$ cat config.mk
export PLATFORM = sky130hd
export DESIGN_NAME = byte_budget_lru_cache_manager
export DESIGN_NICKNAME = d
export VERILOG_FILES = /design/src/hw/rtl/bblcm_pkg.sv /design/src/hw/rtl/byte_budget_lru_cache_manager.sv
export VERILOG_INCLUDE_DIRS = /design/src /design/src/hw/rtl
export SDC_FILE = /design/constraint.sdc
export NUM_CORES = 2
export LEC_CHECK = 0
export BUFFER_PORTS_ARGS = -buffer_cell sky130_fd_sc_hd__buf_4
export CORE_MARGIN = 3
export CORE_UTILIZATION = 45
export CTS_BUF_LIST = sky130_fd_sc_hd__clkbuf_4 sky130_fd_sc_hd__clkbuf_8
export DETAILED_ROUTE_END_ITERATION = 7
export GPL_TIMING_DRIVEN = 0
export PLACE_DENSITY = 0.61
export RECOVER_POWER = 100
export SKIP_LAST_GASP = 1
export SLEW_MARGIN = 10
export SYNTH_ARGS = -nofsm -noshare
export SYNTH_HDL_FRONTEND = slang
export SYNTH_SLANG_ARGS = --single-unit
$ cat constraint.sdc
create_clock -name clk -period 9.2 [get_ports clk]
set_input_delay 1.38 -clock clk [delete_from_list [all_inputs] [get_ports clk]]
set_output_delay 1.38 -clock clk [all_outputs]
set_load 0.01 [all_outputs]
$ cat src/hw/rtl/byte_budget_lru_cache_manager_defines.svh
// Assertion helpers for the cache manager.
`ifndef BYTE_BUDGET_LRU_CACHE_MANAGER_DEFINES_SVH
`define BYTE_BUDGET_LRU_CACHE_MANAGER_DEFINES_SVH

// Same-cycle implication, checked out of reset.
`define BBLCM_ASSERT_IMPL(lbl, clk, rst, ante, cons) \
  lbl: assert property (@(posedge clk) disable iff (rst) (ante) |-> (cons)) \
    else $error("cache manager check failed");

// Next-cycle implication, checked out of reset.
`define BBLCM_ASSERT_NEXT(lbl, clk, rst, ante, cons) \
  lbl: assert property (@(posedge clk) disable iff (rst) (ante) |=> (cons)) \
    else $error("cache manager check failed");

`endif

$ cat src/hw/rtl/bblcm_pkg.sv
package bblcm_pkg;

  localparam int KEY_W = 64;
  localparam int LEN_W = 32;

  localparam logic [1:0] CMD_LOOKUP = 2'd0;
  localparam logic [1:0] CMD_INSERT = 2'd1;
  localparam logic [1:0] CMD_CLEAR  = 2'd2;

  typedef enum logic [2:0] {
    ST_IDLE,
    ST_SCAN,
    ST_EVICT_CHK,
    ST_EVICT,
    ST_APPEND,
    ST_FINAL
  } state_t;

  // Capacity minus usage, saturating at zero.
  function automatic logic [LEN_W-1:0] free_of(input logic [LEN_W-1:0] cap,
                                               input logic [LEN_W-1:0] used);
    return (cap >= used) ? (cap - used) : '0;
  endfunction

endpackage

$ cat src/hw/rtl/byte_budget_lru_cache_manager.sv
// Channel   Handshake                         Payload
// --------  --------------------------------  ------------------------------------------
// request   start & !busy                      cmd, entry_key, entry_length
// result    done (one cycle, no backpressure)  hit, status, evicted, evicted_key,
//                                              evicted_length, free_bytes, last
// config    cfg_valid & cfg_ready              capacity_bytes
//
// One request at a time; busy is high until its final result is registered, and the
// next request is taken at the end of the first cycle with busy low.
// Lookup: scans the ranks from the least recent, one key compare per cycle through the
// single read port of the key/length memory, and stops early on a hit. Insert: the same
// scan, then per eviction a fit check that reads the oldest slot and a release, then a
// last fit check and an append. Clear, reject and unused codes go straight to the result.
// Synchronous reset empties the table at once; the receiver cannot stall.
`include "byte_budget_lru_cache_manager_defines.svh"

module byte_budget_lru_cache_manager
  import bblcm_pkg::*;
#(
  parameter int ENTRIES = 16
) (
  input  logic             clk,
  input  logic             rst,
  input  logic             start,
  output logic             busy,
  input  logic [1:0]       cmd,
  input  logic [KEY_W-1:0] entry_key,
  input  logic [LEN_W-1:0] entry_length,
  input  logic             cfg_valid,
  output logic             cfg_ready,
  input  logic [LEN_W-1:0] capacity_bytes,
  output logic             done,
  output logic             hit,
  output logic             status,
  output logic             evicted,
  output logic [KEY_W-1:0] evicted_key,
  output logic [LEN_W-1:0] evicted_length,
  output logic [LEN_W-1:0] free_bytes,
  output logic             last
);

  localparam int SW = $clog2(ENTRIES);
  localparam int CW = $clog2(ENTRIES + 1);

  state_t state, state_next;

  logic [LEN_W-1:0] cap_bytes;
  logic [LEN_W-1:0] used, used_next;
  logic [CW-1:0]    count, count_next;
  logic [CW-1:0]    p, p_next;
  logic             cmp_vld, cmp_vld_next;
  logic [SW-1:0]    cmp_p;
  logic [SW-1:0]    cmp_slot;
  logic             is_ins;
  logic [KEY_W-1:0] req_key;
  logic [LEN_W-1:0] req_len;
  logic             hit_q, hit_q_next;
  logic             status_q, status_q_next;

  // Rank-ordered slot list: order[0] is least recent, order[count..] are free.
  logic [SW-1:0] order [ENTRIES];
  logic [SW-1:0] ord_ptr;
  logic [SW-1:0] mem_addr;
  logic          rot_en;
  logic [SW-1:0] rot_lo, rot_hi, rot_slot;

  logic [KEY_W-1:0] mem_key [ENTRIES];
  logic [LEN_W-1:0] mem_len [ENTRIES];
  logic [KEY_W-1:0] rd_key;
  logic [LEN_W-1:0] rd_len;
  logic             mem_we;

  logic             accept;
  logic             hit_now;
  logic             scan_end;
  logic             need_evict;
  logic [LEN_W-1:0] free_now;

  logic             done_next, hit_next, status_next, evicted_next, last_next;
  logic [KEY_W-1:0] evicted_key_next;
  logic [LEN_W-1:0] evicted_length_next, free_bytes_next;

  assign busy      = (state != ST_IDLE);
  assign cfg_ready = (state == ST_IDLE);
  assign accept    = start && !busy;
  assign free_now  = free_of(cap_bytes, used);
  assign hit_now   = cmp_vld && (rd_key == req_key);
  assign scan_end  = (p == count) && !cmp_vld;
  assign need_evict = (free_now < req_len) || (count == CW'(ENTRIES));
  assign mem_addr  = order[ord_ptr];

  always_comb begin
    unique case (state)
      ST_SCAN:   ord_ptr = p[SW-1:0];
      ST_APPEND: ord_ptr = count[SW-1:0];
      default:   ord_ptr = '0;
    endcase
  end

  // Next state
  always_comb begin
    state_next = state;
    unique case (state)
      ST_IDLE: begin
        if (accept) begin
          priority if (cmd == CMD_LOOKUP) begin
            state_next = ST_SCAN;
          end else if (cmd == CMD_INSERT) begin
            state_next = (entry_length > cap_bytes) ? ST_FINAL : ST_SCAN;
          end else begin
            state_next = ST_FINAL;
          end
        end
      end
      ST_SCAN: begin
        if (hit_now || scan_end) begin
          state_next = is_ins ? ST_EVICT_CHK : ST_FINAL;
        end
      end
      ST_EVICT_CHK: begin
        state_next = (need_evict && (count != '0)) ? ST_EVICT : ST_APPEND;
      end
      ST_EVICT:  state_next = ST_EVICT_CHK;
      ST_APPEND: state_next = ST_IDLE;
      ST_FINAL:  state_next = ST_IDLE;
      default:   state_next = ST_IDLE;
    endcase
  end

  // Datapath controls and result fields
  always_comb begin
    used_next           = used;
    count_next          = count;
    p_next              = p;
    cmp_vld_next        = 1'b0;
    hit_q_next          = hit_q;
    status_q_next       = status_q;
    rot_en              = 1'b0;
    rot_lo              = '0;
    rot_hi              = SW'(ENTRIES - 1);
    rot_slot            = order[0];
    mem_we              = 1'b0;
    done_next           = 1'b0;
    hit_next            = 1'b0;
    status_next         = 1'b0;
    evicted_next        = 1'b0;
    evicted_key_next    = '0;
    evicted_length_next = '0;
    free_bytes_next     = free_now;
    last_next           = 1'b0;
    unique case (state)
      ST_IDLE: begin
        if (accept) begin
          p_next        = '0;
          hit_q_next    = 1'b0;
          status_q_next = (cmd == CMD_INSERT) && (entry_length > cap_bytes);
          if (cmd == CMD_CLEAR) begin
            count_next = '0;
            used_next  = '0;
          end
        end
      end
      ST_SCAN: begin
        if (hit_now) begin
          rot_en   = 1'b1;
          rot_lo   = cmp_p;
          rot_slot = cmp_slot;
          if (is_ins) begin
            // drop the old copy; its bytes come back
            count_next = count - CW'(1);
            used_next  = used - rd_len;
          end else begin
            rot_hi     = SW'(count - CW'(1));
            hit_q_next = 1'b1;
          end
        end else if (p != count) begin
          p_next       = p + CW'(1);
          cmp_vld_next = 1'b1;
        end
      end
      ST_EVICT: begin
        rot_en              = 1'b1;
        count_next          = count - CW'(1);
        used_next           = used - rd_len;
        done_next           = 1'b1;
        evicted_next        = 1'b1;
        evicted_key_next    = rd_key;
        evicted_length_next = rd_len;
        free_bytes_next     = free_of(cap_bytes, used - rd_len);
      end
      ST_APPEND: begin
        if ((free_now >= req_len) && (count != CW'(ENTRIES))) begin
          mem_we     = 1'b1;
          count_next = count + CW'(1);
          used_next  = used + req_len;
        end
        done_next       = 1'b1;
        last_next       = 1'b1;
        free_bytes_next = free_of(cap_bytes, used_next);
      end
      ST_FINAL: begin
        done_next   = 1'b1;
        hit_next    = hit_q;
        status_next = status_q;
        last_next   = 1'b1;
      end
      default: begin
      end
    endcase
  end

  always_ff @(posedge clk) begin
    if (rst) begin
      state     <= ST_IDLE;
      cap_bytes <= '0;
      used      <= '0;
      count     <= '0;
      p         <= '0;
      cmp_vld   <= 1'b0;
      hit_q     <= 1'b0;
      status_q  <= 1'b0;
      done      <= 1'b0;
    end else begin
      state    <= state_next;
      used     <= used_next;
      count    <= count_next;
      p        <= p_next;
      cmp_vld  <= cmp_vld_next;
      hit_q    <= hit_q_next;
      status_q <= status_q_next;
      done     <= done_next;
      if (cfg_valid && cfg_ready) begin
        cap_bytes <= capacity_bytes;
      end
    end
  end

  always_ff @(posedge clk) begin
    cmp_p          <= p[SW-1:0];
    cmp_slot       <= mem_addr;
    hit            <= hit_next;
    status         <= status_next;
    evicted        <= evicted_next;
    evicted_key    <= evicted_key_next;
    evicted_length <= evicted_length_next;
    free_bytes     <= free_bytes_next;
    last           <= last_next;
    if (accept) begin
      is_ins  <= (cmd == CMD_INSERT);
      req_key <= entry_key;
      req_len <= entry_length;
    end
  end

  always_ff @(posedge clk) begin
    if (mem_we) begin
      mem_key[mem_addr] <= req_key;
      mem_len[mem_addr] <= req_len;
    end
    rd_key <= mem_key[mem_addr];
    rd_len <= mem_len[mem_addr];
  end

  // Rotate one rank segment left and park the moved slot at its top.
  for (genvar i = 0; i < ENTRIES; i++) begin : g_order
    logic [SW-1:0] up;
    if (i < ENTRIES - 1) begin : g_mid
      assign up = order[i+1];
    end else begin : g_top
      assign up = order[i];
    end
    always_ff @(posedge clk) begin
      if (rst) begin
        order[i] <= SW'(i);
      end else if (rot_en) begin
        if (SW'(i) == rot_hi) begin
          order[i] <= rot_slot;
        end else if ((SW'(i) >= rot_lo) && (SW'(i) < rot_hi)) begin
          order[i] <= up;
        end
      end
    end
  end

  `BBLCM_ASSERT_IMPL(a_count_range, clk, rst, 1'b1, count <= CW'(ENTRIES))
  `BBLCM_ASSERT_IMPL(a_empty_no_bytes, clk, rst, count == '0, used == '0)
  `BBLCM_ASSERT_IMPL(a_evict_not_last, clk, rst, done && evicted, !last)
  `BBLCM_ASSERT_NEXT(a_accept_busy, clk, rst, start && !busy, busy && !done)

endmodule

==> results.ini <==
[drt]
drt_iter0_drc = 6203
first_pass_iters = 7
antenna_left = 0
routed_wl_mm = 271
num_vias = 62137
vias_per_cell = 5.70
drcViolationCount = 0
wl_per_cell_um = 24.8

[power_and_ir_drop]
power-per-cell-area_nw_per_um2 = 293
total_power_mw = 29.1
p_leak_nw = 36.4
max-vdd-ir-drop_v = 0.000183

[synthesis]
syn_nets = 7796
syn_inst = 7432
synthArstFlopShare = 0
yosysWarnings = 0
synthesis.area_um2 = 86600
synthFlopType = edfxtp_1
synth_seq_area_share = 0.662
avgSynthCellArea_um2 = 11.7
ys_ff_latch = 2014
synth_edf_count = 1697
synth_cell_types = 89

[sta]
tightest_slew_ps = 3710
slew_headroom = -1.47
fin_hold_ws_ps = 450
rsz0062_at_grt = no
min_period_ps = 8990
post-route-period-util = 0.977
slew_viol_final = 235
setup_viol = 0
hold_viol_final = 0
fmax_mhz = 111
clock_skew_ps = 102
fin_tns_setup_ps = 0

[cells_and_area]
drive_above_1_share = 0.114
final_core_util = 0.520
finalNonFillerCells = 10902
final_nets = 8488
syn_to_final_growth_pct = 14.5

[clocking]
clk_pin_slew_worst_paths_ps = 60
numCtsBuffers = 344
hold_buffers = 0
htreeDepth = 5
clk_path_buf_depth = 4
cts-root-buf = clkbuf_8
clk_latency_ps = 1090
cts_tree = built
cts_sinks = 2014

[global_route]
antenna_found_initial = 11
grt_first_pass_wirelength_mm = 393
grt-ovfl-total = 0
grt_max_degree = 57
grt_pass1_vias = 61042
grtUsageTotal = 0.267

[critical_path]
reg2reg_from = cap_bytes[0]
worst-path-buf-inv = 9
required_ps = 9920
startpoint_type = flop
cp_slowest_stage_delay_ps = 1130
crit_fanout = 18
end_kind = flop
cp_top_family = buffers and inverters
startpoint = cap_bytes[0]
path_class = reg -> reg
crit_arrival_ps = 9700
crit_path_frequent_cell = o211ai_1
crit_slowest_cell = nor2_2

[place]
dp.cells = 10281
dpl.hpwl_mm = 194
io_buffers = 268
gp_congestion = 0.940

[floorplan]
std_cell_rows = 160
fp.dieArea_um2 = 198000
core_area_um2 = 191000
ioPinCount = 269
dieWidth_um = 445
initial_core_util = 0.454
die_y_um = 445

[min_path]
hp-class = reg -> reg
min_from = status_q

[run]
maxCapViolCount = 11

[status]
status = finished with violations
violations = capacitance limit, slew limit

-- registers in the layout, indices dropped and copies added, names as in the netlist, 64 cells and up --
| name | cells |
|---|---|
| req_key | 64 |
| evicted_key | 64 |
| mem_len | 512 |
| mem_key | 1024 |
| order | 64 |
| rd_key | 64 |
-- synthesized netlist by cell type, types with 58 or more instances --
| cell type | number | area share |
|---|---|---|
| nand2_1 | 1754 | 0.076 |
| edfxtp_1 | 1697 | 0.59 |
| nand3_1 | 904 | 0.052 |
| dfxtp_1 | 317 | 0.073 |
| a21oi_1 | 247 | 0.014 |
| nor2_1 | 226 | 0.0098 |
| ha_1 | 225 | 0.033 |
| a31oi_1 | 218 | 0.016 |
| clkbuf_1 | 217 | 0.0094 |
| inv_1 | 199 | 0.0086 |
| xnor2_1 | 149 | 0.015 |
| buf_2 | 147 | 0.0085 |
| a22oi_1 | 132 | 0.011 |
| a21o_1 | 112 | 0.0097 |
| o21ai_0 | 109 | 0.0063 |
| and2_1 | 79 | 0.0057 |
| xor2_1 | 67 | 0.0068 |
| nand4_1 | 58 | 0.0042 |
-- metrics by stage --
stage / worst slack [ps] / area [µm²]
detailed placement: -1100 / 93400
finish: 212 / 99200
CTS: 30.7 / 100000
global route: 3.47 / 99100
global placement: -8090 / 91800
floorplan: -316 / 86600
-- cell type report --
cell class              count  area [µm²]
well taps                2511        3140
diodes                     12        30.0
fillers                 16586       91600
flip-flops and latches   2014       57300
clock inverters            70         588
clock buffers             531        6340
multi-input cells        4815       26900
inverters                 201         756
repair buffers            346        2320
plain buffers             402        1770
-- worst min-delay path, delay by kind of cell (launching register included) --
family,cells,cell delay (ps)
compound gates,1,50
flops,1,310
simple gates,1,50
-- placed cells by master, fill, tap and decap left out, types with 14 or more instances in the layout --
cell / count
o21ai_1: 18
or3_1: 17
a21oi_1: 244
nor3_1: 42
nor2_1: 220
and2_1: 41
nor2b_1: 29
buf_1: 24
dfxtp_1: 316
clkbuf_8: 376
and2_0: 39
ha_1: 225
clkbuf_4: 220
buf_12: 26
a211oi_1: 43
buf_4: 51
and3_1: 25
nand4_1: 58
clkbuf_1: 410
nand3_1: 904
xor2_1: 67
o21a_1: 23
a31oi_1: 217
inv_1: 198
xnor2_1: 149
o22ai_1: 26
nand2b_1: 19
mux2i_1: 26
a22oi_1: 131
o211ai_1: 14
clkbuf_2: 26
buf_2: 129
a21o_1: 112
clkinv_2: 23
nand2_1: 1754
o21ai_0: 107
o21bai_1: 23
clkinv_1: 31
edfxtp_1: 1697
a22o_1: 17
-- what timing repair did --
item | 4_1_cts | 5_1_grt
gates resized for setup | 19 | 16
buffers inserted | 0 | 8
setup endpoints to repair | 212 | 42
pin swaps | 3 | 7
-- logic make-up after synthesis --
group,Yosys count,synth area share
AOI/OAI and AO/OA,1119,0.0856
adders and majority gates,230,0.0337
DFF,2014,0.662
and+or+nand+nor,3204,0.161
xor gates and xnor gates,216,0.0218
buffers and inverters,603,0.0291
muxes,46,0.00702
-- report_power, final --
part / leakage, nW / total (mW) / switching, mW / internal [mW]
clock: 3.71 / 8.19 / 3.54 / 4.64
sequential: 17.9 / 11.4 / 0.696 / 10.7
combinational: 14.8 / 9.55 / 6.32 / 3.23
-- final timing paths --
check / to / slack (ps) / cells after the start
worst max-delay path: mem_key[15][46] / 210 / 28
worst min-delay path: status_q / 450 / 2
worst max register to register: mem_key[15][46] / 210 / 28
worst min register to register: status_q / 450 / 2
-- metal layers --
layer,wire (µm),global-route usage,share of wire,vias to the layer above
met2,128000,0.441,0.47,2759
met5,13,0,0.000048,-
li1,-,-,-,28433
met4,12200,0.115,0.045,2
met1,110000,0.350,0.41,30379
met3,20400,0.0439,0.076,564
(Power assumes the default switching activity.)
